## src/rtl/npp_pkg.sv

```systemverilog
// shared types and constants of the nearest point pick and remove block
// depends on nothing; imported by the interfaces, the top level and npp_dist
`timescale 1ns / 1ps

package npp_pkg;

    // defaults for the top-level parameters
    localparam int MAX_POINTS_DEF = 1024;
    localparam int COORD_BITS_DEF = 8;

    // fixed field widths on the channels
    localparam int PORT_COORD_W = 8;
    localparam int OPCODE_W     = 2;

    // a pick-nearest candidate must lie strictly below this squared distance
    localparam int DIST_LIMIT = 100000;

    typedef enum logic [OPCODE_W-1:0] {
        OP_CLEAR   = 2'd0,
        OP_OFFER   = 2'd1,
        OP_NEAREST = 2'd2,
        OP_LAST    = 2'd3
    } opcode_t;

    typedef enum logic [2:0] {
        S_IDLE,
        S_SCAN,
        S_SHIFT,
        S_LAST,
        S_EMIT
    } state_t;

endpackage

```

## src/rtl/npp_dist.sv

```systemverilog
// two-stage squared euclidean distance unit, shared by every scan step
// depends on npp_pkg; carries a tag alongside each distance
`timescale 1ns / 1ps

module npp_dist
    import npp_pkg::*;
#(
    parameter int COORD_BITS = COORD_BITS_DEF,
    parameter int DIST_W     = 17,
    parameter int TAG_W      = 26
) (
    input  logic                    clk,
    input  logic                    rst_n,
    input  logic                    in_valid,
    input  logic [COORD_BITS-1:0]   pt_x,
    input  logic [COORD_BITS-1:0]   pt_y,
    input  logic [COORD_BITS-1:0]   q_x,
    input  logic [COORD_BITS-1:0]   q_y,
    input  logic [TAG_W-1:0]        tag_in,
    output logic                    out_valid,
    output logic [DIST_W-1:0]       dist_sq,
    output logic [TAG_W-1:0]        tag_out,
    output logic                    busy
);

    localparam int SQ_W = 2 * COORD_BITS;

    logic [COORD_BITS-1:0] dx;
    logic [COORD_BITS-1:0] dy;
    logic [SQ_W-1:0]       sqx_reg;
    logic [SQ_W-1:0]       sqy_reg;
    logic [TAG_W-1:0]      tag1_reg;
    logic                  v1_reg;
    logic [DIST_W-1:0]     dist_reg;
    logic [TAG_W-1:0]      tag2_reg;
    logic                  v2_reg;

    // absolute differences
    assign dx = (pt_x > q_x) ? (pt_x - q_x) : (q_x - pt_x);
    assign dy = (pt_y > q_y) ? (pt_y - q_y) : (q_y - pt_y);

    // stage one: squares
    always_ff @(posedge clk)
    begin
        sqx_reg  <= SQ_W'(dx) * SQ_W'(dx);
        sqy_reg  <= SQ_W'(dy) * SQ_W'(dy);
        tag1_reg <= tag_in;
    end

    // stage two: sum
    always_ff @(posedge clk)
    begin
        dist_reg <= DIST_W'(sqx_reg) + DIST_W'(sqy_reg);
        tag2_reg <= tag1_reg;
    end

    // valid pipeline
    always_ff @(posedge clk or negedge rst_n)
    begin
        if (!rst_n)
        begin
            v1_reg <= 1'b0;
            v2_reg <= 1'b0;
        end
        else
        begin
            v1_reg <= in_valid;
            v2_reg <= v1_reg;
        end
    end

    assign out_valid = v2_reg;
    assign dist_sq   = dist_reg;
    assign tag_out   = tag2_reg;
    assign busy      = v1_reg | v2_reg;

endmodule
```

## config.mk

```make
export PLATFORM = sky130hd
export DESIGN_NAME = npp_dist
export DESIGN_NICKNAME = d
export VERILOG_FILES = /design/src/rtl/npp_pkg.sv /design/src/rtl/npp_dist.sv
export SDC_FILE = /design/constraint.sdc
export NUM_CORES = 1
export LEC_CHECK = 0
export ABC_AREA = 1
export BUFFER_PORTS_ARGS = -buffer_cell sky130_fd_sc_hd__buf_2
export CAP_MARGIN = 20
export CORE_UTILIZATION = 63
export DETAILED_ROUTE_END_ITERATION = 10
export HOLD_SLACK_MARGIN = 0.15
export PLACE_DENSITY = 0.86
export SLEW_MARGIN = 20
export SYNTH_ARGS = -nofsm -noshare
export SYNTH_HDL_FRONTEND = slang
export SYNTH_SLANG_ARGS = --single-unit
```

## constraint.sdc

```tcl
create_clock -name clk -period 2.6 [get_ports clk]
set_input_delay 0.39 -clock clk [delete_from_list [all_inputs] [get_ports clk]]
set_output_delay 0.39 -clock clk [all_outputs]
set_load 0.1 [all_outputs]
```

==> flow_summary.ini, run 1 <==
[floorplanning]
die_w_microns = 112
initial_core_util_pct = 65.6
fp-row-count = 39
io_pins = 106
dieHeight_microns = 112

[logic_synthesis]
async_reset_ff_share_pct = 1.98
ys_types = 41
yosys_warnings = 0
synth_area_leaders = dfxtp_1, ha_1, fa_1, inv_1, nand2_1
netlist_area_sq_um = 7580
syn_inst = 892
synth-edff-count = 0
ys_ff_latch = 101
syn_avg_cell_area_sq_um = 8.50
synth_top_cell_area_share_pct = 26.1
ys_top_cells_by_count = inv_1, nand2_1, ha_1
synth_flop_cell = dfxtp_1
seq_area_frac_synth_pct = 26.8
synth_top_area_cell = dfxtp_1
yosysMostFrequentCell = inv_1

[status]
tool.error = [ERROR DPL-0038] Utilization greater than 100%, impossible to legalize
outcome = aborted with a tool error
lastStage = global routing

[placed_design]
routabilityCongestion = 0.864
port_buffers = 105
dp_hpwl_microns = 14700
placed_cell_area_sq_um = 9680

[global_route]
grt_max_degree = 19

[cts]
cts_buffers = 9
cts_max_path_buffers = 2
cts.sinks = 101
h-tree-depth = 3
root_buffer = clkbuf_16

[sta]
worst_endpoint = sqy_reg[15]$_DFF_P_/D
worstEpCategory = register data pin
what timing repair did:
item                       CTS
setup buffers               26
setup endpoints to repair   24
cloned                       2
hold buffers                25
hold endpoints to repair    26
pin swaps                   85
resized for setup          140
per-stage QoR:
stage	utilization, %	hold WS, ns	cells	setup slack, ns	setup TNS [ns]
3_5_place_dp	83.7	0.175	1272	-2.62	-56.82
2_1_floorplan	-	0.0944	893	-2.20	-44.37
3_3_place_gp	83.7	0.175	1272	-2.47	-53.23
4_1_cts	95.3	0.154	1337	-2.14	-45.00
logic make-up after synthesis:
kind of cell             synth area share (%)
AO/OA/AOI/OAI                            7.97
buffers and inverters                    9.80
XOR/XNOR                                 6.12
flip-flops                               26.8
AND/OR/NAND/NOR                          17.8
adder cells (fa/ha/maj)                  31.4
other                                  0.0495
==> run 2, diff against run 1 <==
Settings changed: CORE_UTILIZATION 63 to 40, HOLD_SLACK_MARGIN 0.15 to unset, PLACE_DENSITY 0.86 to unset, PLACE_DENSITY_LB_ADDON set to 0.15.
==> run 2 against run 1 <==
  * The flow now finishes, with violations (setup timing)
  * Synthesized area unchanged
  * Synthesized cell count unchanged
==> flow_summary.ini, run 2 <==
[sta]
slew_viol_final = 0
rsz0062_at_grt = yes
final.period_utilization_pct = 178
period_minus_slack_ns = 4.64
setup_slack_ns = -2.04
timing.hold.ws_ns = 0.143
timing.fmax_mhz = 216
clock_skew_ns = 0.0124
finalSetupViolCount = 24
hold_violations = 0

[min_path]
holdPathStages = 1
hp-start = tag_in[12]
hold_class = in -> reg

[final_layout]
most-common-layout-cells = buf_4, inv_1, nand2_1
fin_area_sq_um = 11200
fin_cells = 1413
n_antenna_cell = 0
nets = 1398
drive_gt1_share_pct = 45.9
fillers = 1648
area_growth_syn_to_layout_pct = 47.5
layout_commonest_cell = buf_4

[setup_path]
crit_arrival_ns = 4.88
max_stage_delay_ns = 0.50
critPathKind = in -> reg
critical_path.startpoint = pt_y[0]
cp_slowest_cell = fa_1
crit_path_start_kind = input pin
critPathRequiredTime_ns = 2.84
worst-r2r-cell-count = 8
end_kind = register
r2r_start = sqx_reg[3]$_DFF_P_
critical_path_peak_fanout = 5

[logic_synthesis]
ys_types = 41
async_reset_ff_share_pct = 1.98
synth_area_leaders = dfxtp_1, ha_1, fa_1, inv_1, nand2_1
yosysMostFrequentCell = inv_1
syn_avg_cell_area_sq_um = 8.50
synth_top_area_cell = dfxtp_1
ys_ff_latch = 101
netlist_area_sq_um = 7580
yosys_warnings = 0
synth_top_cell_area_share_pct = 26.1
synth_flop_cell = dfxtp_1
synth-edff-count = 0
seq_area_frac_synth_pct = 26.8
ys_top_cells_by_count = inv_1, nand2_1, ha_1
syn_inst = 892

[status]
violations = setup timing
outcome = finished with violations

[cts]
clk_pin_slew_ns = 0.08
root_buffer = clkbuf_16
cts_tree = yes
cts.sinks = 101
cts_max_path_buffers = 2
clkLatencyLatePin_ns = 0.34
h-tree-depth = 3
cts_buffers = 9

[floorplanning]
die_w_microns = 140
io_pins = 106
core_area_sq_um = 18300
die_area_sq_um = 19500
dieHeight_microns = 140
initial_core_util_pct = 41.5
fp-row-count = 49

[job]
cap_violations = 0

[drt]
routed_wl_microns = 15900
via_per_inst = 4.48
drtIter0Drc = 152
post_drt_wl_per_cell_microns = 11.3
drc = 0
antenna_left = 0
via_count = 6328
dr.pass1.iters = 4

[placed_design]
port_buffers = 105
dp_hpwl_microns = 13000
placed_cells = 1363
placed_cell_area_sq_um = 9840
routabilityCongestion = 0.836

[global_route]
gr-total-overflow = 0
grt_pass1_wl_microns = 26700
grt_pass1_vias = 6232
antenna_found_initial = 0
grt_max_degree = 20
gr-usage-all-layers_pct = 16.6
[run 2: cell type report]
type / count / area [sq um] / share of cell area, %
Inverter: 178 / 741 / 6.62
Multi-Input combinational cell: 608 / 5850 / 52.3
Tap cell: 229 / 287 / 2.56
Clock inverter: 7 / 67.6 / 0.604
Clock buffer: 9 / 225 / 2.01
Timing Repair Buffer: 281 / 1980 / 17.7
Sequential cell: 101 / 2030 / 18.2
[run 2: critical path, delay by kind of cell]
family / cells / cell delay [ns]
fa+ha+maj: 7 / 2.57
simple gates: 9 / 0.76
buf+inv: 10 / 0.68
compound gates: 2 / 0.32
xor+xnor: 1 / 0.13
[run 2: kinds of logic (layout without fill, tap and decap cells)]
family / Yosys count / count (layout) / share of synthesized area, %
buf+inv: 186 / 475 / 9.80
other cells: 1 / 2 / 0.0495
flops: 101 / 101 / 26.8
fa+ha+maj: 158 / 158 / 31.4
simple gates: 295 / 297 / 17.8
xor+xnor: 53 / 53 / 6.12
compound gates: 98 / 98 / 7.97
[run 2: timing repair]
| action | CTS | global route |
|---|---|---|
| setup buffers | 19 | 15 |
| setup endpoints to repair | 24 | 24 |
| pin swaps | 78 | 53 |
| gates resized for setup | 123 | 71 |
| hold buffers | 1 | 0 |
| cloned | 2 | 0 |
| hold endpoints to repair | 2 | 0 |
[run 2: worst paths after layout]
| check | slack, ns | endpoint |
|---|---|---|
| max in group asynchronous | 2.15 | v1_reg$_DFF_PN0_ |
| min in group asynchronous | 0.35 | out_valid$_DFF_PN0_ |
| setup / recovery | -2.04 | sqy_reg[11]$_DFF_P_ |
| setup reg to reg | 0.72 | dist_sq[16]$_DFF_P_ |
| hold / removal | 0.14 | tag1_reg[12]$_DFF_P_ |
| hold reg to reg | 0.32 | tag_out[10]$_DFF_P_ |
[run 2: metrics by stage]
stage	util [%]	worst slack, ns	setup TNS [ns]
floorplan	-	-2.20	-44.37
global placement	53.9	-2.48	-54.10
detailed placement	53.9	-2.63	-55.79
CTS	58.9	-2.09	-42.51
global route	61.2	-2.26	-47.48
finish	61.2	-2.04	-42.73
[run 2: routing by layer]
layer | share of wire, % | GRT usage [%]
met1 | 47 | 21.5
met2 | 48 | 28.7
met3 | 3.8 | 2.65
met4 | 1.3 | 3.88
met5 | 0 | 0
Power of run 2 is not shown: default switching activity piles up to over one toggle a cycle in this logic, so the estimate is an artifact.
